===== config.mk =====
export PLATFORM = sky130hd
export DESIGN_NAME = aabf_mulsh
export DESIGN_NICKNAME = d
export VERILOG_FILES = /design/src/hdl/aabf_pkg.sv /design/src/hdl/aabf_mulsh.sv
export VERILOG_INCLUDE_DIRS = /design/src /design/src/hdl
export SDC_FILE = /design/constraint.sdc
export NUM_CORES = 2
export LEC_CHECK = 0
export CORE_ASPECT_RATIO = 0.9
export CORE_MARGIN = 2
export CORE_UTILIZATION = 50
export DETAILED_ROUTE_END_ITERATION = 10
export DONT_BUFFER_PORTS = 1
export PLACE_DENSITY_LB_ADDON = 0.08
export SLEW_MARGIN = 0
export SYNTH_ARGS = -nofsm -noshare
export SYNTH_HDL_FRONTEND = slang
export SYNTH_SLANG_ARGS = --single-unit

===== constraint.sdc =====
create_clock -name clk -period 8.5 [get_ports clk]
set_input_delay 1.275 -clock clk [delete_from_list [all_inputs] [get_ports clk]]
set_output_delay 1.275 -clock clk [all_outputs]
set_load 0.02 [all_outputs]

===== src/hdl/assert_macros.svh =====
// assertion macros shared by the alpha-beta filter rtl
// expects clk and rst_n in the scope of each use; empty under synthesis
`ifndef ASSERT_MACROS_SVH
`define ASSERT_MACROS_SVH
`ifndef SYNTHESIS
`define AABF_ASSERT_IMPL(lbl, ante, cons) \
  lbl: assert property (@(posedge clk) disable iff (!rst_n) (ante) |-> (cons)) \
    else $error("aabf assertion failed");
`define AABF_ASSERT_NEXT(lbl, ante, cons) \
  lbl: assert property (@(posedge clk) disable iff (!rst_n) (ante) |=> (cons)) \
    else $error("aabf assertion failed");
`else
`define AABF_ASSERT_IMPL(lbl, ante, cons)
`define AABF_ASSERT_NEXT(lbl, ante, cons)
`endif
`endif


===== src/hdl/aabf_pkg.sv =====
// types and constants of the acceleration-aided alpha-beta filter
// no dependencies; used by the interfaces, the multiplier and the top level
`timescale 1ns / 1ps

package aabf_pkg;

  // field widths
  localparam int AXIS_W     = 2;
  localparam int POS_W      = 48;
  localparam int ROT_W      = 16;
  localparam int ACC_W      = 32;
  localparam int GAIN_W     = 17;
  localparam int STEP_W     = 21;
  localparam int INV_W      = 25;
  localparam int CFG_IDX_W  = 3;
  localparam int CFG_DATA_W = 25;

  // datapath widths
  localparam int APROD_W   = 48;  // rotation times acceleration, Q.30
  localparam int ASUM_W    = 50;  // sum of three products
  localparam int ACC_ITERS = 8;   // radix-4 digits of the rotation term
  localparam int ACNT_W    = 3;
  localparam int MX_W      = 62;  // scaled-product operand and result
  localparam int MP_W      = 88;  // integer part times gain
  localparam int LO_W      = 20;  // fraction bits below the shift
  localparam int LP_W      = 47;  // fraction part times gain
  localparam int K_W       = 25;  // widest gain or time register
  localparam int MUL_ITERS = 13;  // radix-4 digits of the gain
  localparam int CNT_W     = 4;
  localparam int SUM_W     = 63;  // state plus scaled product

  // axis codes
  localparam logic [AXIS_W-1:0] AXIS_Z    = 2'd2;
  localparam logic [AXIS_W-1:0] AXIS_NONE = 2'd3;

  // configuration register indexes
  localparam logic [CFG_IDX_W-1:0] CFG_HORIZ_ALPHA  = 3'd0;
  localparam logic [CFG_IDX_W-1:0] CFG_HORIZ_BETA   = 3'd1;
  localparam logic [CFG_IDX_W-1:0] CFG_VERT_ALPHA   = 3'd2;
  localparam logic [CFG_IDX_W-1:0] CFG_VERT_BETA    = 3'd3;
  localparam logic [CFG_IDX_W-1:0] CFG_STEP_TIME    = 3'd4;
  localparam logic [CFG_IDX_W-1:0] CFG_INVERSE_STEP = 3'd5;

  // configuration reset values
  localparam logic [GAIN_W-1:0] ALPHA_RST = 17'd32768;
  localparam logic [GAIN_W-1:0] BETA_RST  = 17'd8192;
  localparam logic [STEP_W-1:0] STEP_RST  = 21'd10486;
  localparam logic [INV_W-1:0]  INV_RST   = 25'd25600;

  // fixed-point constants
  localparam logic signed [MX_W-1:0]  GRAVITY_Q16 = 62'sd642689;
  localparam logic signed [MP_W-1:0]  PROD_LIM    = 88'sh1000_0000_0000_0000;
  localparam logic signed [MP_W-1:0]  PROD_LIM_N  = -PROD_LIM;
  localparam logic signed [POS_W-1:0] POS_MAX     = 48'sh7FFF_FFFF_FFFF;
  localparam logic signed [POS_W-1:0] POS_MIN     = 48'sh8000_0000_0000;
  localparam logic signed [SUM_W-1:0] SAT_HI      = 63'sh7FFF_FFFF_FFFF;
  localparam logic signed [SUM_W-1:0] SAT_LO      = -SAT_HI - 63'sd1;

  // right shift applied after a scaled product
  typedef enum logic [1:0] {
    SH_8  = 2'd0,
    SH_16 = 2'd1,
    SH_20 = 2'd2
  } shift_sel_t;

  // product currently in the multiplier
  typedef enum logic [2:0] {
    OP_VEL   = 3'd0,
    OP_POS   = 3'd1,
    OP_ALPHA = 3'd2,
    OP_BETA  = 3'd3,
    OP_INV   = 3'd4
  } filt_op_t;

  typedef struct packed {
    logic       start;
    shift_sel_t sh;
  } mul_ctl_t;

  typedef struct packed {
    logic busy;
    logic done;
  } mul_sts_t;

  typedef struct packed {
    logic                    clip;
    logic signed [POS_W-1:0] val;
  } sat_t;

endpackage


===== src/hdl/aabf_mulsh.sv =====
// radix-4 shift-add unit: floor(x * k / 2^s), held at +-2^60
// depends on aabf_pkg and assert_macros.svh
`timescale 1ns / 1ps
`include "assert_macros.svh"

module aabf_mulsh (
  input  logic                             clk,
  input  logic                             rst_n,
  input  aabf_pkg::mul_ctl_t               ctl,
  input  logic signed [aabf_pkg::MX_W-1:0] x,
  input  logic [aabf_pkg::K_W-1:0]         k,
  output aabf_pkg::mul_sts_t               sts,
  output logic signed [aabf_pkg::MX_W-1:0] res
);
  import aabf_pkg::*;

  logic signed [MX_W-1:0] hi;
  logic [LO_W-1:0]        lo;
  logic signed [MP_W-1:0] hi_ext;
  logic [LP_W-1:0]        lo_ext;
  logic signed [MP_W-1:0] mc_r;
  logic signed [MP_W-1:0] mc3_r;
  logic signed [MP_W-1:0] pacc_r;
  logic signed [MP_W-1:0] pdig;
  logic [LP_W-1:0]        lmc_r;
  logic [LP_W-1:0]        lmc3_r;
  logic [LP_W-1:0]        lacc_r;
  logic [LP_W-1:0]        ldig;
  logic [K_W-1:0]         k_r;
  logic [K_W-1:0]         tail;
  shift_sel_t             sh_r;
  logic signed [MX_W-1:0] res_fin;
  logic signed [MX_W-1:0] res_r;
  logic [CNT_W-1:0]       cnt_r, cnt_nxt;
  logic                   busy_r, busy_nxt;
  logic                   fin_r, fin_nxt;
  logic                   done_r, done_nxt;

  // split the operand into integer part and fraction below the shift
  always_comb begin
    case (ctl.sh)
      SH_20: begin
        hi = x >>> 20;
        lo = x[19:0];
      end
      SH_16: begin
        hi = x >>> 16;
        lo = LO_W'(x[15:0]);
      end
      SH_8: begin
        hi = x >>> 8;
        lo = LO_W'(x[7:0]);
      end
      default: begin
        hi = x;
        lo = '0;
      end
    endcase
    hi_ext = {{(MP_W-MX_W){hi[MX_W-1]}}, hi};
    lo_ext = LP_W'(lo);
  end

  // partial products for the current gain digit
  always_comb begin
    case (k_r[1:0])
      2'd0: begin
        pdig = '0;
        ldig = '0;
      end
      2'd1: begin
        pdig = mc_r;
        ldig = lmc_r;
      end
      2'd2: begin
        pdig = mc_r <<< 1;
        ldig = lmc_r << 1;
      end
      default: begin
        pdig = mc3_r;
        ldig = lmc3_r;
      end
    endcase
  end

  // fraction contribution after the shift, below the gain value
  always_comb begin
    case (sh_r)
      SH_20:   tail = K_W'(lacc_r >> 20);
      SH_16:   tail = K_W'(lacc_r >> 16);
      SH_8:    tail = K_W'(lacc_r >> 8);
      default: tail = '0;
    endcase
  end

  // hold at the product limit, decided on the integer part alone
  always_comb begin
    if (pacc_r > PROD_LIM) begin
      res_fin = PROD_LIM[MX_W-1:0];
    end else if (pacc_r < PROD_LIM_N) begin
      res_fin = PROD_LIM_N[MX_W-1:0];
    end else begin
      res_fin = pacc_r[MX_W-1:0] + MX_W'(tail);
    end
  end

  // digit counter and handshake
  always_comb begin
    busy_nxt = busy_r;
    cnt_nxt  = cnt_r;
    fin_nxt  = 1'b0;
    done_nxt = fin_r;
    if (ctl.start) begin
      busy_nxt = 1'b1;
      cnt_nxt  = '0;
    end else if (busy_r) begin
      cnt_nxt = cnt_r + 1'b1;
      if (cnt_r == CNT_W'(MUL_ITERS - 1)) begin
        busy_nxt = 1'b0;
        fin_nxt  = 1'b1;
      end
    end
  end

  always_ff @(posedge clk) begin
    if (!rst_n) begin
      busy_r <= 1'b0;
      fin_r  <= 1'b0;
      done_r <= 1'b0;
      cnt_r  <= '0;
    end else begin
      busy_r <= busy_nxt;
      fin_r  <= fin_nxt;
      done_r <= done_nxt;
      cnt_r  <= cnt_nxt;
    end
  end

  // shift-add datapath, two gain bits per cycle
  always_ff @(posedge clk) begin
    if (ctl.start) begin
      mc_r   <= hi_ext;
      mc3_r  <= hi_ext + (hi_ext <<< 1);
      lmc_r  <= lo_ext;
      lmc3_r <= lo_ext + (lo_ext << 1);
      pacc_r <= '0;
      lacc_r <= '0;
      k_r    <= k;
      sh_r   <= ctl.sh;
    end else if (busy_r) begin
      pacc_r <= pacc_r + pdig;
      lacc_r <= lacc_r + ldig;
      mc_r   <= mc_r <<< 2;
      mc3_r  <= mc3_r <<< 2;
      lmc_r  <= lmc_r << 2;
      lmc3_r <= lmc3_r << 2;
      k_r    <= k_r >> 2;
    end
    if (fin_r) begin
      res_r <= res_fin;
    end
  end

  assign sts.busy = busy_r | fin_r;
  assign sts.done = done_r;
  assign res      = res_r;

  `AABF_ASSERT_IMPL(a_start_when_idle, ctl.start, !busy_r && !fin_r)
  `AABF_ASSERT_NEXT(a_done_single, done_r, !done_r)
  `AABF_ASSERT_IMPL(a_cnt_bound, busy_r, cnt_r < CNT_W'(MUL_ITERS))

endmodule

Word level (Yosys, flattened, before mapping). Cells that the tools add are included.

Output and inout port bits: 64. Register bits after elaboration: 501. Input port bits: 92. Word-level logic and storage cells: 60.

Muxes and demuxes: 20. Equal/unequal tests: 7. Add/sub/neg operators: 6. Reduce and logical (&&, ||, !) cells: 7. Bitwise gates (word level): 3. $lt $le $gt $ge: 2.

Operators by type and width (count): $mux W88 (4); $pmux W88 S3 (1); $pmux W61 S3 (1); $pmux W47 S3 (1); $mux W47 (2); $add A88 B88 Y88 (1); $gt A88 B62 Y1 const B (1); $lt A88 B61 Y1 const B (1); $pmux W25 S3 (1); $add A62 B63 Y64 (1); $add A62 B25 Y62 (1); $mux W62 (1); $pmux W20 S3 (1); $mux W25 (2); $add A47 B47 Y47 (1); $mux W20 (2); $add A20 B21 Y22 (1); $eq A2 B1 Y1 const B (3); $eq A2 B2 Y1 const B (3); $logic_not A2 Y1 (3); $add A4 B1 Y4 const B (1); $eq A4 B4 Y1 const B (1); $mux W1 (4); $reduce_or A2 Y1 (2); other kinds (4) (5).

Longest topological paths before layout.
Depth after elaboration: 4. Gate-level depth with buffers: 22. Mapped depth without buffers: 17.

Worst setup path after synthesis. No wires, ideal clock.

Kind: input port to flip-flop. From: in ctl[2] (netlist name). To: reg k_r[0] (enable). Data required time: 7.886 ns. Data arrival time: 6.795 ns. Setup slack: 1.091 ns. Stages on the path: 3. Path through: clkbuf_1 nor2_1 inv_1.

Cells in the longest elaborated chain, start to end: 1.

RTL lines: start, declared (RTL line aabf_mulsh.sv:9) `input aabf_pkg::mul_ctl_t ctl,`; $reduce_bool A2 Y1 (no source line); end signal, assigned (RTL line aabf_mulsh.sv:147) `k_r <= k;`; end signal, assigned (RTL line aabf_mulsh.sv:156) `k_r <= k_r >> 2;`; end, declared (RTL line aabf_mulsh.sv:29) `logic [K_W-1:0] k_r;`.

Every way passes these cells. A chain may end at the register's enable or synchronous reset.

Final worst setup path.
From: reg k_r[0]. To: reg pacc_r[81].

Cells in the longest elaborated chain, start to end: 3.

RTL lines: $eq A2 B2 Y1 (tied with other cells) (RTL line aabf_mulsh.sv:65) `case (k_r[1:0])`; $pmux W88 S3 (*) (RTL line aabf_mulsh.sv:65); $add A88 B88 Y88 (*) (RTL line aabf_mulsh.sv:150) `pacc_r <= pacc_r + pdig;`; end signal, assigned (RTL line aabf_mulsh.sv:150); end, declared (RTL line aabf_mulsh.sv:23) `logic signed [MP_W-1:0] pacc_r;`.

Mark *: on every way between the ends. The rest lies on a longest branch, timed or not.

==> metrics.md <==
| Metric | Value |
|---|---|
| Status | `finished, final reports clean` |
| Peak supply drop | `135.1 uV` |
| Worst-Margin Slew | `1.039 ns` |
| First-pass GRT wire length | `168400 um` |
| Syn nets | `4370` |
| Worst Skew | `0.03400 ns` |
| Crit-path cells | `buf_4, buf_4, a22o_1, ha_1, a21oi_1, o211a_1, o21ai_0, a221o_1, a211oi_1, o21ai_1, a31oi_1, o21bai_1, a22o_1, a21oi_1, or4b_2, nand3_1` |
| Worst setup path class | `reg2reg` |
| Post-synth EDFFs | `328` |
| Share of cells above drive strength 1 | `10.67%` |
| Critical path's top delay family | `compound AO/OA/AOI/OAI gates` |
| Synth Flop Type | `edfxtp_1` |
| Port bufs | `0` |
| Initial Utilization | `50.35%` |
| Switching share of power | `35.19%` |
| Total number of vias | `30080` |
| Clk pwr share | `29.9%` |
| Crit end category | `flop` |
| Synth Area per Inst | `9.302 um^2` |
| Die Ht | `263.9 um` |
| Area Overhead vs Synth | `6.602%` |
| Die area | `77260 um^2` |
| Max_slew headroom | `30.33%` |
| Core region area | `74530 um^2` |
| Drt first-iter violations | `2655` |
| Worst EP required | `9.00 ns` |
| Worst Path Max Fanout | `69` |
| Final cell count without fillers | `4907` |
| Initial antenna violation count | `2` |
| Minimum clock period | `5.918 ns` |
| Synth cell types | `91` |
| Clk pin slew, worst setup/hold paths | `0.06 ns` |
| Pin count of the biggest net entering global routing | `418` |
| Ant. Diodes | `0` |
| Gp weighted congestion | `0.9357` |
| Largest stage delay, worst path | `0.71 ns` |
| Post-route setup slack | `2.582 ns` |
| Fin nets | `4224` |
| CTS tree | `yes` |
| Comb pwr share | `32.8%` |
| CTS sink count | `493` |
| Max-Cap Viols | `0` |
| Buf/Inv on CP | `2` |
| Final worst-path cycle share | `69.62%` |
| Max frequency | `0.1690 GHz` |
| Final setup violation count | `0` |
| Die width | `292.8 um` |
| Antenna-violating nets left | `0` |
| H-tree depth | `2` |
| Endpoints failing hold | `0` |
| Post-Route WL | `108800 um` |
| Synth warnings | `0` |
| Via density | `6.131` |
| Crit start category | `flop` |
| Final setup TNS | `0 ns` |
| GRT Util Overall | `27.63%` |
| DP Worst Slack | `2.701 ns` |
| Routed wire per std cell | `22.18 um` |
| Latest clock arrival within the worst-skew pair | `0.63 ns` |
| Pwr Total | `8.630 mW` |
| Hold Path Class | `reg2reg` |
| LEAKAGE | `16.23 nW` |
| Cells after synthesis | `4034` |
| Vias in the first global route | `28130` |
| Io pins | `156` |
| Detailed placement HPWL | `80930 um` |
| First drt pass iteration count | `5` |
| Int Power | `5.593 mW` |
| Placed Instances | `4798` |
| Clk buf depth | `3` |
| #FFs+latches synth | `493` |
| FP Rows | `95` |
| Setup Buffers After CTS | `0` |
| P_sw | `3.037 mW` |
| Asr flop ratio synth | `0%` |
| Gr ovfl total | `0` |
| Reg power frac | `37.3%` |
| Critical path's slowest cell | `buf_4` |
| # DRC | `0` |
| Final slew viol count | `0` |
| Synthesized cell area | `37520 um^2` |
| Root Buffer Master | `clkbuf_16` |
| Register area share after synthesis | `35.05%` |
| Power Density | `215.7 nW/um^2` |
| Hold Buf Count CTS | `0` |
| Arrival time at the worst endpoint | `6.42 ns` |
| RSZ-0062 raised after global routing | `false` |
| Post-CTS sizing | `0` |
| CTS buffer count | `58` |
[sequential cells by signal (all words and copies together), names as in the netlist, 2 cells and up]
name    count
sh_r        2
res        62
lmc_r      44
k_r        25
lacc_r     45
mc_r       87
lmc3_r     45
cnt_r       4
mc3_r      88
pacc_r     88
[path summary, 6_finish.rpt]
path	from	end	depth (start not counted)	slack, ns
setup / recovery	k_r[0]$_DFFE_PP_	pacc_r[81]$_SDFFE_PP0P_	16	2.58
hold / removal	lacc_r[42]$_SDFFE_PP0P_	lacc_r[42]$_SDFFE_PP0P_	2	0.49
setup reg to reg	k_r[0]$_DFFE_PP_	pacc_r[81]$_SDFFE_PP0P_	16	2.58
hold reg to reg	lacc_r[42]$_SDFFE_PP0P_	lacc_r[42]$_SDFFE_PP0P_	2	0.49
[power by group through the flow]
stage | combinational (mW) | clock [mW] | sequential [mW]
after floorplan | 2.19 | 0 | 3.10
after global placement | 2.78 | 0 | 3.26
after detailed placement | 2.77 | 0 | 3.25
after CTS | 2.79 | 2.63 | 3.20
after global routing | 3.11 | 2.71 | 3.25
final | 2.83 | 2.58 | 3.22
[cells by family after synthesis]
logic type	after synthesis	share of synthesized area [%]
and+or+nand+nor	1167	14.33
AOI/OAI and AO/OA	1096	19.21
xor gates and xnor gates	283	6.606
muxes	387	12.81
DFF	493	35.05
buffers and inverters	364	3.761
adders and majority gates	244	8.236
[synthesized netlist by cell type (all sizes together) (62+ instances only)]
cell      n  share of area, %
nor2    459               4.6
edfxtp  328                26
nand2   291               2.9
o21ai   289               3.9
a21oi   271               3.6
ha      239               8.0
mux2    205               6.2
clkbuf  177               1.8
xnor2   172               4.0
dfxtp   165               8.8
a21o    139               2.8
inv     136               1.4
a22o    132               3.1
mux2i   128               3.4
xor2    111               2.6
nand4    64               1.1
nor2b    62               1.0
[final cells by class]
cell class	instances	area (um^2)
clock inverter	37	379.1
tap	970	1214
timing repair buffer	22	177.7
multi-input combinational	3177	22980
inverter	136	518.0
clock buffer	72	1578
fill	6857	34530
sequential	493	13160
[worst reg2reg max path, cell delays in order, from the launching register on]
cell      delay [ns]
edfxtp_1        0.38
buf_4           0.71
buf_4           0.75
a22o_1          0.31
ha_1            0.26
a21oi_1         0.28
o211a_1         0.20
o21ai_0         0.13
a221o_1         0.36
a211oi_1        0.41
o21ai_1         0.22
a31oi_1         0.57
o21bai_1        0.33
a22o_1          0.32
a21oi_1         0.31
or4b_2          0.19
nand3_1         0.06
[layout by cell type, fill, tap and decap left out, types with 9 or more instances in the layout]
cell type  Yosys  final
nor2_1       459    458
edfxtp_1     328    328
nand2_1      291    291
o21ai_0      279    279
a21oi_1      270    270
ha_1         239    239
mux2_2       205    205
xnor2_1      172    172
dfxtp_1      165    163
a21o_1       139    139
inv_1        135    134
a22o_1       132    132
mux2i_1      128    128
xor2_1       111    111
nand4_1       64     64
nor2b_1       62     61
clkbuf_16      0     61
mux4_2        54     54
nand3_1       53     53
nor3_1        46     46
and2_1        44     44
o21bai_1      43     43
nor4_1        33     33
and3_1        31     31
a31oi_1       29     29
a211oi_1      28     28
nand2b_1      26     25
o21a_1        21     21
buf_4          3     21
o31ai_1       20     20
o22ai_1       16     16
or2_2         15     15
o211ai_1      15     15
clkinv_2       0     13
a221oi_1      11     11
nor3b_1       10     10
or3_1         10     10
clkbuf_1     177     10
a21boi_0       9      9
[through the flow]
| step | utilization [%] | instance area [um^2] | hold WS, ns |
|---|---|---|---|
| floorplan | - | 37520 | 0.4531 |
| global placement | 51.05 | 38040 | 0.4752 |
| detailed placement | 51.05 | 38040 | 0.4798 |
| CTS | 53.67 | 40000 | 0.4887 |
| global route | 53.67 | 40000 | 0.5003 |
| finish | 53.67 | 40000 | 0.4897 |
[metal layers]
layer,routed length (um),vias up,GRT usage [%],part of all wire [%]
li1,-,14610,-,-
met3,9804,100,6.832,9.0
met1,57410,14310,45.59,53
met4,1709,0,5.128,1.6
met2,39910,1067,35.36,37
met5,0,-,0,0
No activity file was read; power rests on OpenSTA's default activity.
